===== src/design/fdd_pkg.sv =====
// ----------------------------------------------------------------------------
// fdd_pkg: shared types and constants of the flip-dot packet engine
// Holds the default geometry, the input function codes, the command passed
// from the front to the back, and the result record.
// ----------------------------------------------------------------------------
package fdd_pkg;

	localparam int DOT_COLUMNS_DEF = 112;
	localparam int DOT_ROWS_DEF = 28;
	localparam logic [31:0] MODULE_MAP_RESET = 32'h8765_4321;

	localparam logic [1:0] FUNC_SET = 2'd0;
	localparam logic [1:0] FUNC_FILL = 2'd1;
	localparam logic [1:0] FUNC_SCAN = 2'd2;

	localparam logic KIND_DOT = 1'b0;
	localparam logic KIND_DISABLE = 1'b1;

	typedef enum logic [1:0] {
		OP_SET,
		OP_FILL,
		OP_SCAN
	} op_t;

	typedef struct packed {
		op_t        op;
		logic [7:0] x;
		logic [7:0] y;
		logic       st;
		logic [7:0] fill;
	} cmd_t;

	typedef struct packed {
		logic       kind;
		logic [7:0] module_byte;
		logic [7:0] column_byte;
		logic [7:0] row_byte;
		logic       last;
	} res_t;

	typedef struct packed {
		logic clearing;
	} back_status_t;

endpackage


===== src/design/fdd_if.sv =====
// ----------------------------------------------------------------------------
// fdd_if: channel interfaces of the flip-dot packet engine
// Input item channel, result channel and configuration write channel.
// ----------------------------------------------------------------------------
interface fdd_in_if;
	logic       valid;
	logic       ready;
	logic [1:0] func;
	logic [7:0] x;
	logic [7:0] y;
	logic       state;
	logic [7:0] fill_value;

	modport source (output valid, func, x, y, state, fill_value, input ready);
	modport sink (input valid, func, x, y, state, fill_value, output ready);
endinterface



===== src/design/fdd_front.sv =====
// ----------------------------------------------------------------------------
// fdd_front: input decode and command queue
// Accepts input beats, drops the ones that do nothing, and queues the rest
// in a two-entry queue for the back end.
// ----------------------------------------------------------------------------
module fdd_front import fdd_pkg::*; #(
	parameter int DOT_COLUMNS = DOT_COLUMNS_DEF,
	parameter int DOT_ROWS = DOT_ROWS_DEF
) (
	input  logic         clk,
	input  logic         arst_n,
	fdd_in_if.sink       item_in,
	input  back_status_t status,
	output logic         cmd_valid,
	output cmd_t         cmd,
	input  logic         cmd_pop
);

	logic       keep;
	op_t        op;
	logic       push;
	cmd_t       entries_q [2];
	logic       wr_ptr_q;
	logic       rd_ptr_q;
	logic [1:0] count_q;

	always_comb begin
		keep = 1'b0;
		op = OP_SET;
		case (item_in.func)
			FUNC_SET: begin
				op = OP_SET;
				keep = ({1'b0, item_in.x} < 9'(DOT_COLUMNS)) &&
					({1'b0, item_in.y} < 9'(DOT_ROWS));
			end
			FUNC_FILL: begin
				op = OP_FILL;
				keep = 1'b1;
			end
			FUNC_SCAN: begin
				op = OP_SCAN;
				keep = 1'b1;
			end
			default: begin
				keep = 1'b0;
			end
		endcase
	end

	assign item_in.ready = (count_q != 2'd2) && !status.clearing;
	assign push = item_in.valid && item_in.ready && keep;
	assign cmd_valid = (count_q != 2'd0);
	assign cmd = entries_q[rd_ptr_q];

	always_ff @(posedge clk) begin
		if (push) begin
			entries_q[wr_ptr_q] <= '{op: op, x: item_in.x, y: item_in.y,
				st: item_in.state, fill: item_in.fill_value};
		end
	end

	always_ff @(posedge clk or negedge arst_n) begin
		if (!arst_n) begin
			wr_ptr_q <= 1'b0;
			rd_ptr_q <= 1'b0;
			count_q <= 2'd0;
		end else begin
			if (push) begin
				wr_ptr_q <= !wr_ptr_q;
			end
			if (cmd_pop) begin
				rd_ptr_q <= !rd_ptr_q;
			end
			count_q <= count_q + 2'(push) - 2'(cmd_pop);
		end
	end

`ifndef SYNTHESIS
	a_count_bound: assert property (@(posedge clk) disable iff (!arst_n)
		count_q != 2'd3)
		else $error("command queue overfilled");
	a_pop_nonempty: assert property (@(posedge clk) disable iff (!arst_n)
		cmd_pop |-> count_q != 2'd0)
		else $error("pop from empty command queue");
	a_no_push_clear: assert property (@(posedge clk) disable iff (!arst_n)
		status.clearing |-> !push)
		else $error("command queued during clearing pass");
`endif

endmodule


===== src/flat_wrapper.sv =====
// flat-port wrapper written by rule: the top's interface ports become plain ports
module fdd_front_flat import fdd_pkg::*;
#(
	parameter int DOT_COLUMNS = DOT_COLUMNS_DEF,
	parameter int DOT_ROWS = DOT_ROWS_DEF
)
  (clk, arst_n, status, cmd_valid, cmd, cmd_pop, item_in_valid, item_in_func, item_in_x, item_in_y, item_in_state, item_in_fill_value, item_in_ready);
  fdd_in_if item_in_i ();
  input  logic clk;
  input  logic arst_n;
  input  back_status_t status;
  output logic cmd_valid;
  output cmd_t cmd;
  input  logic cmd_pop;
  input wire logic [$bits(item_in_i.valid)-1:0] item_in_valid;
  input wire logic [$bits(item_in_i.func)-1:0] item_in_func;
  input wire logic [$bits(item_in_i.x)-1:0] item_in_x;
  input wire logic [$bits(item_in_i.y)-1:0] item_in_y;
  input wire logic [$bits(item_in_i.state)-1:0] item_in_state;
  input wire logic [$bits(item_in_i.fill_value)-1:0] item_in_fill_value;
  output wire logic [$bits(item_in_i.ready)-1:0] item_in_ready;
  assign item_in_i.valid = item_in_valid;
  assign item_in_i.func = item_in_func;
  assign item_in_i.x = item_in_x;
  assign item_in_i.y = item_in_y;
  assign item_in_i.state = item_in_state;
  assign item_in_i.fill_value = item_in_fill_value;
  assign item_in_ready = item_in_i.ready;
  fdd_front #(.DOT_COLUMNS(DOT_COLUMNS), .DOT_ROWS(DOT_ROWS)) u_core (.clk(clk), .arst_n(arst_n), .item_in(item_in_i), .status(status), .cmd_valid(cmd_valid), .cmd(cmd), .cmd_pop(cmd_pop));
endmodule

===== config.mk =====
export PLATFORM = sky130hd
export DESIGN_NAME = fdd_front_flat
export DESIGN_NICKNAME = d
export VERILOG_FILES = /design/src/design/fdd_pkg.sv /design/src/design/fdd_if.sv /design/src/design/fdd_front.sv /design/src/flat_wrapper.sv
export SDC_FILE = /design/constraint.sdc
export NUM_CORES = 1
export LEC_CHECK = 0
export ABC_AREA = 1
export BUFFER_PORTS_ARGS = -buffer_cell sky130_fd_sc_hd__buf_2
export CAP_MARGIN = 40
export CORE_MARGIN = 1.5
export CORE_UTILIZATION = 56
export CTS_BUF_LIST = sky130_fd_sc_hd__clkbuf_4 sky130_fd_sc_hd__clkbuf_8 sky130_fd_sc_hd__clkbuf_16
export CTS_CLUSTER_DIAMETER = 60
export DETAILED_ROUTE_END_ITERATION = 10
export PLACE_DENSITY_LB_ADDON = 0.15
export SLEW_MARGIN = 20
export SYNTH_ARGS = -nofsm -noshare
export SYNTH_HDL_FRONTEND = slang
export SYNTH_SLANG_ARGS = --single-unit

===== constraint.sdc =====
create_clock -name clk -period 4.1 [get_ports clk]
set_input_delay 0.205 -clock clk [delete_from_list [all_inputs] [get_ports clk]]
set_output_delay 0.205 -clock clk [all_outputs]
set_load 0.05 [all_outputs]

==> results.cfg, run 1 <==
[floorplan]
start_util_pct = 58.9
fp.dieW_um = 68.1
chipHeight_um = 68.1
dieArea_um2 = 4640
rows = 23
ioPinCount = 61
core_area_um2 = 4030

[timing]
maxSlewHeadroom_pct = 54.1
fmax_mhz = 493
setup_viol = 0
min_period_ns = 2.03
slew_violations = 0
finalSetupTns_ns = 0
finalHoldViolCount = 0
skew_ns = 0.00543
tightestPinTransition_ns = 0.688
fin_crit_sh_pct = 49.4
rsz0062_at_grt = no

[final_layout]
multi_input_area_um2 = 559
fin_cells = 253
seq_area_um2 = 1720
fill_cells = 286
fin_util_pct = 72.3
area_growth_pct = 22.7
final_layout_size_suffix_gt1_share_pct = 52.2
fin_nets = 236
antenna_cells = 0

[grt]
grt-busiest-layer = met2
grt_remaining_overflow = 0
grt_antenna_before_repair = 0
grt_max_degree = 28
grt_pass1_vias = 1226
grt_util_met3_pct = 6.58
grt.total_usage_pct = 18.0
grt_pass1_wl_um = 5600
grtUsageMet2_pct = 29.2
grtUsageMet1_pct = 20.1

[clock_tree]
clkSinkCount = 58
htreeDepth = 3
cts_buffers = 9
cts_tree = yes
clk_pin_slew_ns = 0.07
clock_latency_ns = 0.32
cts_resized = 0
cts_buffer_depth = 2
cts-root-buf = clkbuf_8
cts_setup_buffers = 0

[yosys]
synth_area_leader_cell = edfxtp_1
synthDistinctLibCells = 16
synth_fp_nets = 164
synthArstFlopShare_pct = 6.90
synth_flop_cell = edfxtp_1
netlist_area_um2 = 2370
synth_edf_count = 54
ys_seq_elements = 58
yosysMostFrequentCell = edfxtp_1
syn_avg_cell_area_um2 = 18.8
ys_seq_area_share_pct = 72.5
ys_warn_count = 0
synth_largest_type_area_fraction_pct = 68.3
synth_common_cells = 54 x edfxtp_1, 19 x mux2_4, 12 x inv_1
syn-instance-count = 126
synthTopCellsByArea = edfxtp_1 68%, mux2_4 12%, dfrtp_1 4.2%, mux2_2 3.8%, ha_1 3.2%

[worst_hold_path]
hold_start = item_in_x[2]
hp-class = in -> reg

[worst_setup_path]
critPathRequiredTime_ns = 4.11
r2r_slack_ns = 2.07
critPathKind = reg -> reg
arrival_ns = 2.04
cp-start-kind = flip-flop
cp_max_fo = 14
critPathLaunch = u_core.count_q[1]$_DFF_PN0_
crit_path_end_kind = flip-flop
r2r-start = u_core.count_q[1]$_DFF_PN0_

[detailed_routing]
vias = 1246
first_iter_violations = 56
ant_nets = 0
viasPerCell = 4.92
drc = 0
wl_um = 3750
routedWlPerCell_um = 14.8
firstDrtPassIters = 4

[pwr]
ir_drop_mv = 0.408
power_uw = 1910
p_per_area_nw_per_um2 = 657
power.leakage_uw = 0.00123

[placement]
dp.final_hpwl_um = 2680
place_inst = 236
place.gp.congestion = 0.641
port_buffers = 60

[flow_run]
drv_cap = 0

[run_status]
status = finished clean
[path summary, 6_finish.rpt]
check	to	depth (start not counted)
min in group asynchronous	u_core.count_q[0]$_DFF_PN0_	2
worst min-delay path	u_core.entries_q[1][19]$_DFFE_PP_	1
worst min register to register	u_core.rd_ptr_q$_DFFE_PN0P_	1
worst max-delay path	u_core.entries_q[1][12]$_DFFE_PP_	6
worst max register to register	u_core.entries_q[1][12]$_DFFE_PP_	6
max in group asynchronous	u_core.wr_ptr_q$_DFFE_PN0P_	2
[final cells by class]
| type | count | area share [%] |
|---|---|---|
| Sequential cell | 58 | 59.1 |
| Timing Repair Buffer | 64 | 11.7 |
| Clock inverter | 7 | 2.06 |
| Tap cell | 50 | 2.15 |
| Clock buffer | 9 | 4.25 |
| Inverter | 12 | 1.55 |
| Multi-Input combinational cell | 53 | 19.2 |
[cell families (layout without fill, tap and decap cells)]
| family | count (synthesis) | in the layout | synth area share [%] |
|---|---|---|---|
| adders and majority gates | 6 | 6 | 3.16 |
| muxes | 27 | 27 | 15.8 |
| and+or+nand+nor | 16 | 16 | 3.06 |
| DFF | 58 | 58 | 72.5 |
| buffers and inverters | 15 | 92 | 4.06 |
| xor gates and xnor gates | 3 | 3 | 1.11 |
| AOI/OAI and AO/OA | 1 | 1 | 0.316 |
[layout by cell type, fill, tap and decap left out, types with 3 or more instances in the layout]
master	n
buf_2	60
edfxtp_1	54
mux2_4	19
inv_1	12
clkbuf_8	9
mux2_2	8
nand2_1	8
ha_1	6
dfrtp_1	4
nand3_1	3
clkinv_1	3
[power breakdown]
part	internal [uW]	switching, uW	leakage [uW]	total [uW]
clock	273	208	0.0000955	480
combinational	237	479	0.000603	716
sequential	700	18.3	0.000536	718
[layer usage]
| layer | vias up | wire length, um |
|---|---|---|
| li1 | 603 | - |
| met4 | 0 | 55 |
| met5 | - | 0 |
| met3 | 4 | 181 |
| met2 | 40 | 2010 |
| met1 | 599 | 1500 |
[state kept, by name, summed over array words and instances, names as in the netlist]
name	flops
u_core.count_q	2
u_core.entries_q	54
u_core.rd_ptr_q	1
u_core.wr_ptr_q	1
[worst max-delay path, cell delays in order (launching register included)]
cell,delay (ns)
dfrtp_1,0.37
inv_1,0.08
o21bai_1,0.09
nor3_2,0.14
nand2_1,0.13
nor2_2,0.55
buf_4,0.35
[repair_timing]
| item | 4_1_cts | 5_1_grt |
|---|---|---|
| endpoints found under the setup margin | 0 | 0 |
| hold endpoints to repair | 4 | 0 |
| hold buffers | 1 | 0 |
[per-stage QoR]
stage                     cell area (um2)  worst slack, ns  hold WS [ns]
final                                2910             2.07        0.0727
after global routing                 2910             1.92        0.0487
after CTS                            2910             2.03        0.0556
after detailed placement             2720             1.89        0.0148
after global placement               2700             2.04        0.0125
after floorplan                      2370             1.79       -0.0906
No activity file was read; power rests on OpenSTA's default activity.
==> inputs of run 2 (changes only) <==
--- a/config.mk
+++ b/config.mk
@@ -5,11 +5,11 @@
 export SDC_FILE = /design/constraint.sdc
 export NUM_CORES = 1
 export LEC_CHECK = 0
-export ABC_AREA = 1
+export ABC_AREA = 0
 export BUFFER_PORTS_ARGS = -buffer_cell sky130_fd_sc_hd__buf_2
 export CAP_MARGIN = 40
 export CORE_MARGIN = 1.5
-export CORE_UTILIZATION = 56
+export CORE_UTILIZATION = 51
 export CTS_BUF_LIST = sky130_fd_sc_hd__clkbuf_4 sky130_fd_sc_hd__clkbuf_8 sky130_fd_sc_hd__clkbuf_16
 export CTS_CLUSTER_DIAMETER = 60
 export DETAILED_ROUTE_END_ITERATION = 10
==> constraint.sdc (replaced) <==
create_clock -name clk -period 1.88 [get_ports clk]
set_input_delay 0.094 -clock clk [delete_from_list [all_inputs] [get_ports clk]]
set_output_delay 0.094 -clock clk [all_outputs]
set_load 0.05 [all_outputs]
==> results.cfg, run 2 <==
[worst_setup_path]
crit_path_end_kind = flip-flop
cp-start-kind = flip-flop
cp_max_fo = 2
critPathKind = reg -> reg
arrival_ns = 2.11
critPathRequiredTime_ns = 2.09

[detailed_routing]
drc = 0
routedWlPerCell_um = 15.8
first_iter_violations = 74
viasPerCell = 4.95
vias = 1417
ant_nets = 0
firstDrtPassIters = 6
wl_um = 4510

[placement]
dp.final_hpwl_um = 2820
postPlaceCellArea_um2 = 2740
place.gp.congestion = 0.712
place_inst = 240
port_buffers = 60

[final_layout]
largest_register = u_core.entries_q
largest_reg_flops = 54
final_cell_mix = 60 x buf_2, 54 x edfxtp_1, 27 x mux2_2, 27 x dlygate4sd3_1, 14 x buf_4
fin_cells = 286
multi_input_area_um2 = 569
final_common_cell = buf_2
largestRegisters = u_core.entries_q x54, u_core.count_q x2
fin_nets = 267
antenna_cells = 0
fin_area_um2 = 3250
area_growth_pct = 43.1
fill_cells = 282
final_layout_size_suffix_gt1_share_pct = 52.6
seq_area_um2 = 1720

[timing]
fmax_mhz = 526
rsz0062_at_grt = yes
slew_violations = 0
min_period_ns = 1.90
finalHoldViolCount = 0
setup_viol = 1
skew_ns = 0.00656
maxSlewHeadroom_pct = 79.2
tightestPinTransition_ns = 0.310
worst_slack_ns = -0.0201
whs_ns = 0.107
fin_crit_sh_pct = 101

[yosys]
synth_fp_nets = 157
synth_common_cells = 54 x edfxtp_1, 27 x mux2_2, 6 x ha_1, 6 x inv_1, 4 x dfrtp_1
synth_area_leader_cell = edfxtp_1
yosysMostFrequentCell = edfxtp_1
synth_edf_count = 54
syn_avg_cell_area_um2 = 19.1
ys_seq_area_share_pct = 75.8
synth_largest_type_area_fraction_pct = 71.4
ys_warn_count = 0
synthTopCellsByArea = edfxtp_1 71%, mux2_2 13%, dfrtp_1 4.4%, ha_1 3.3%, inv_1 0.99%
netlist_area_um2 = 2270
synth_flop_cell = edfxtp_1
synthDistinctLibCells = 21
ys_seq_elements = 58
syn-instance-count = 119
synthArstFlopShare_pct = 6.90

[floorplan]
fp.dieW_um = 69.7
core_area_um2 = 4320
ioPinCount = 61
start_util_pct = 52.5
chipHeight_um = 69.7
dieArea_um2 = 4860
rows = 24

[clock_tree]
cts_tree = yes
clkSinkCount = 58
clock_latency_ns = 0.32
cts_buffer_depth = 2
htreeDepth = 3
clk_pin_slew_ns = 0.06
cts_buffers = 9
cts-root-buf = clkbuf_8

[grt]
grt_pass1_vias = 1506
grt_max_degree = 15
grt_antenna_before_repair = 0
grt_remaining_overflow = 0
grt.total_usage_pct = 20.0
grt_pass1_wl_um = 7180

[run_status]
violations = negative setup slack
status = finished with violations

[worst_hold_path]
hp-class = in -> async

[pwr]
power_uw = 4230
power.leakage_uw = 0.00130
ir_drop_mv = 0.867
p_per_area_nw_per_um2 = 1300

[flow_run]
drv_cap = 0
run 2: cell types whose count changed in the layout (fill, tap and decap cells not counted), sizes merged, moves of 2 or more:
cell | previous run | this run
dlygate4sd3 | 1 | 27
nand2 | 8 | 1
nor2 | 3 | 0
inv | 12 | 6
nand3 | 3 | 0
a21oi | 0 | 2
buf | 63 | 75
run 2: cell type report:
cell class                      count  share of cell area, %
Clock inverter                      7                   1.85
Clock buffer                        9                   3.81
Sequential cell                    58                   53.0
Tap cell                           52                   2.00
Timing Repair Buffer              102                   21.1
Multi-Input combinational cell     52                   17.5
Inverter                            6                  0.693
run 2: power by group:
| group | internal [uW] | switching [uW] | leakage (uW) |
|---|---|---|---|
| Sequential | 1510 | 38.3 | 0.000534 |
| Combinational | 568 | 1070 | 0.000672 |
| Clock | 595 | 457 | 0.0000955 |
run 2: worst max-delay path: stages (launching register included):
cell      delay (ns)
dfrtp_1         0.38
a2111o_1        0.44
or2_4           0.25
ha_4            0.26
inv_2           0.03
ha_4            0.15
xnor2_2         0.14
xnor2_1         0.13
run 2: per-layer routing:
metal	up-vias	wire (um)	GRT usage (%)
met5	-	0	0
met4	0	74	8.33
met3	8	202	5.96
met2	40	2370	34.1
met1	687	1860	23.6
li1	682	-	-
run 2: logic make-up after synthesis:
family / synth area share (%)
compound gates: 1.98
flops: 75.8
buf+inv: 1.65
fa+ha+maj: 3.31
simple gates: 2.26
mux: 13.8
xor+xnor: 1.16
run 2: path summary, 6_finish.rpt:
kind                                                   from                                end  slack [ns]  cells past startpoint
worst max-delay path            u_core.count_q[1]$_DFF_PN0_        u_core.count_q[1]$_DFF_PN0_       -0.02                      7
worst min-delay path                                 arst_n        u_core.count_q[0]$_DFF_PN0_        0.11                      2
worst max register to register  u_core.count_q[1]$_DFF_PN0_        u_core.count_q[1]$_DFF_PN0_       -0.02                      7
worst min register to register  u_core.count_q[1]$_DFF_PN0_        u_core.count_q[1]$_DFF_PN0_        0.58                      2
max in group asynchronous                            arst_n        u_core.wr_ptr_q$_DFFE_PN0P_        1.65                      2
min in group clk                            item_in_func[0]  u_core.entries_q[1][25]$_DFFE_PP_        0.14                      2
run 2: metrics by stage:
stage	TNS (ns)	setup slack [ns]	utilization [%]
after floorplan	-8.14	-0.148	-
after global placement	-0.000503	-0.000503	63.3
after detailed placement	-0.0622	-0.0622	63.3
after CTS	-0.0279	-0.0279	75.1
after global routing	-0.0701	-0.0701	75.1
final	-0.0201	-0.0201	75.1
run 2: timing repair:
item | 4_1_cts | 5_1_grt
setup buffers | 3 | 0
cloned | 0 | 0
pin swaps | 1 | 1
endpoints found under the hold margin | 55 | 0
gates resized for setup | 5 | 1
hold buffers | 27 | 0
endpoints found under the setup margin | 1 | 40
==> inputs of run 3 (changes only) <==
--- a/config.mk
+++ b/config.mk
@@ -14,6 +14,7 @@
 export CTS_CLUSTER_DIAMETER = 60
 export DETAILED_ROUTE_END_ITERATION = 10
 export PLACE_DENSITY_LB_ADDON = 0.15
+export SKIP_CTS_REPAIR_TIMING = 1
 export SLEW_MARGIN = 20
 export SYNTH_ARGS = -nofsm -noshare
 export SYNTH_HDL_FRONTEND = slang
==> results.cfg, run 3 (same netlist as run 2, synthesis figures left out) <==
[run_status]
status = finished with violations
violations = negative setup slack

[clock_tree]
cts-root-buf = clkbuf_8
clkSinkCount = 58
cts_buffer_depth = 2
clk_pin_slew_ns = 0.06
cts_buffers = 9
cts_tree = yes
clock_latency_ns = 0.32
htreeDepth = 3

[detailed_routing]
routedWlPerCell_um = 15.9
ant_nets = 0
vias = 1432
first_iter_violations = 88
drc = 0
viasPerCell = 5.01
wl_um = 4540
firstDrtPassIters = 4

[placement]
dp_slack_ns = -0.0622
dp.final_hpwl_um = 2820
port_buffers = 60
place.gp.congestion = 0.712

[grt]
grt_antenna_before_repair = 0
grt.total_usage_pct = 17.6
grt_remaining_overflow = 0
grt_max_degree = 15
grt_pass1_vias = 1311
grt_pass1_wl_um = 6300

[final_layout]
final_layout_size_suffix_gt1_share_pct = 53.0
fin_nets = 267
largest_reg_flops = 54
fin_util_pct = 75.2
seq_area_um2 = 1720
final_cell_mix = 60 x buf_2, 54 x edfxtp_1, 27 x mux2_2, 27 x dlygate4sd3_1, 13 x buf_4
fill_cells = 275
largestRegisters = u_core.entries_q x54, u_core.count_q x2
largest_register = u_core.entries_q
antenna_cells = 0
area_growth_pct = 43.3
multi_input_area_um2 = 569
final_common_cell = buf_2

[timing]
finalHoldViolCount = 0
slew_violations = 0
fin_crit_sh_pct = 105
min_period_ns = 1.97
tightestPinTransition_ns = 0.306
skew_ns = 0.00686
rsz0062_at_grt = yes
worst_slack_ns = -0.0883
setup_viol = 1
maxSlewHeadroom_pct = 79.5
fmax_mhz = 508

[worst_setup_path]
r2r-end = u_core.count_q[1]$_DFF_PN0_
crit_path_cell_trace = inv_2, a2111o_1, or2_4, ha_4, inv_2, ha_4, xnor2_2, xnor2_1
rr_worst_depth = 8
crit_path_end_kind = flip-flop
arrival_ns = 2.22
cp_max_fo = 3
cpPeakStageDelay_ns = 0.43
r2r-start = u_core.count_q[0]$_DFF_PN0_
critPathRequiredTime_ns = 2.13
cp-start-kind = flip-flop
critical-path-slowest-cell = a2111o_1
critPathKind = reg -> reg
r2r_slack_ns = -0.09
critPathLaunch = u_core.count_q[0]$_DFF_PN0_

[pwr]
power.leakage_uw = 0.00130
p_per_area_nw_per_um2 = 1300
ir_drop_mv = 0.807

[floorplan]
ioPinCount = 61
fp.dieW_um = 69.7
chipHeight_um = 69.7
dieArea_um2 = 4860
rows = 24
core_area_um2 = 4320
start_util_pct = 52.5

[worst_hold_path]
hp-class = in -> async

[flow_run]
drv_cap = 0
run 3: cell counts in the layout (fill, tap and decap cells not counted):
No cell type changed its count.
run 3: worst max-delay path by stage:
stage,end,slack (ns)
after floorplan,u_core.entries_q[1][0]$_DFFE_PP_,-0.15
after CTS,u_core.count_q[1]$_DFF_PN0_,-0.09
final,u_core.count_q[1]$_DFF_PN0_,-0.09
after detailed placement,u_core.count_q[1]$_DFF_PN0_,-0.06
after global routing,u_core.count_q[1]$_DFF_PN0_,-0.15
after global placement,u_core.count_q[1]$_DFF_PN0_,-0.0005
run 3: area by class of cell:
cell class              count  area share (%)
inverters                   6           0.692
multi-input cells          52            17.5
clock buffers               9            3.81
repair buffers            102            21.2
flip-flops and latches     58            52.9
well taps                  52            2.00
clock inverters             7            1.85
run 3: critical path, delay by kind of cell, from the launching register on:
family                     cells  cell delay (ns)
adders and majority gates      2             0.41
AOI/OAI and AO/OA              1             0.43
buffers and inverters          2             0.09
DFF                            1             0.38
and+or+nand+nor                1             0.27
xor gates and xnor gates       2             0.32
run 3: per-layer routing:
layer	GRT usage, %	wire [um]	share of wire (%)	vias to the layer above
met3	5.81	189	4.2	8
met2	29.0	2350	52	38
met1	21.2	1920	42	708
li1	-	-	-	678
met5	0	0	0	-
met4	8.33	78	1.7	0
run 3: through the flow:
| stage | cell area (um2) | hold slack (ns) | TNS, ns | cells | total power (uW) |
|---|---|---|---|---|---|
| final | 3250 | 0.102 | -0.0883 | 286 | 4240 |
| after global routing | 3250 | 0.108 | -0.608 | 286 | 4390 |
| after CTS | 2920 | -0.441 | -0.0947 | 256 | 4150 |
| after detailed placement | 2740 | -0.0960 | -0.0622 | 240 | 3100 |
| after global placement | 2740 | -0.0960 | -0.000503 | 240 | 3060 |
| after floorplan | 2300 | -0.202 | -8.14 | 119 | 2750 |
run 3: where the power goes:
group          leakage (uW)  internal, uW  switching [uW]
clock network     0.0000955           595             461
registers          0.000534          1510            42.0
logic              0.000672           570            1070
total               0.00130          2670            1570
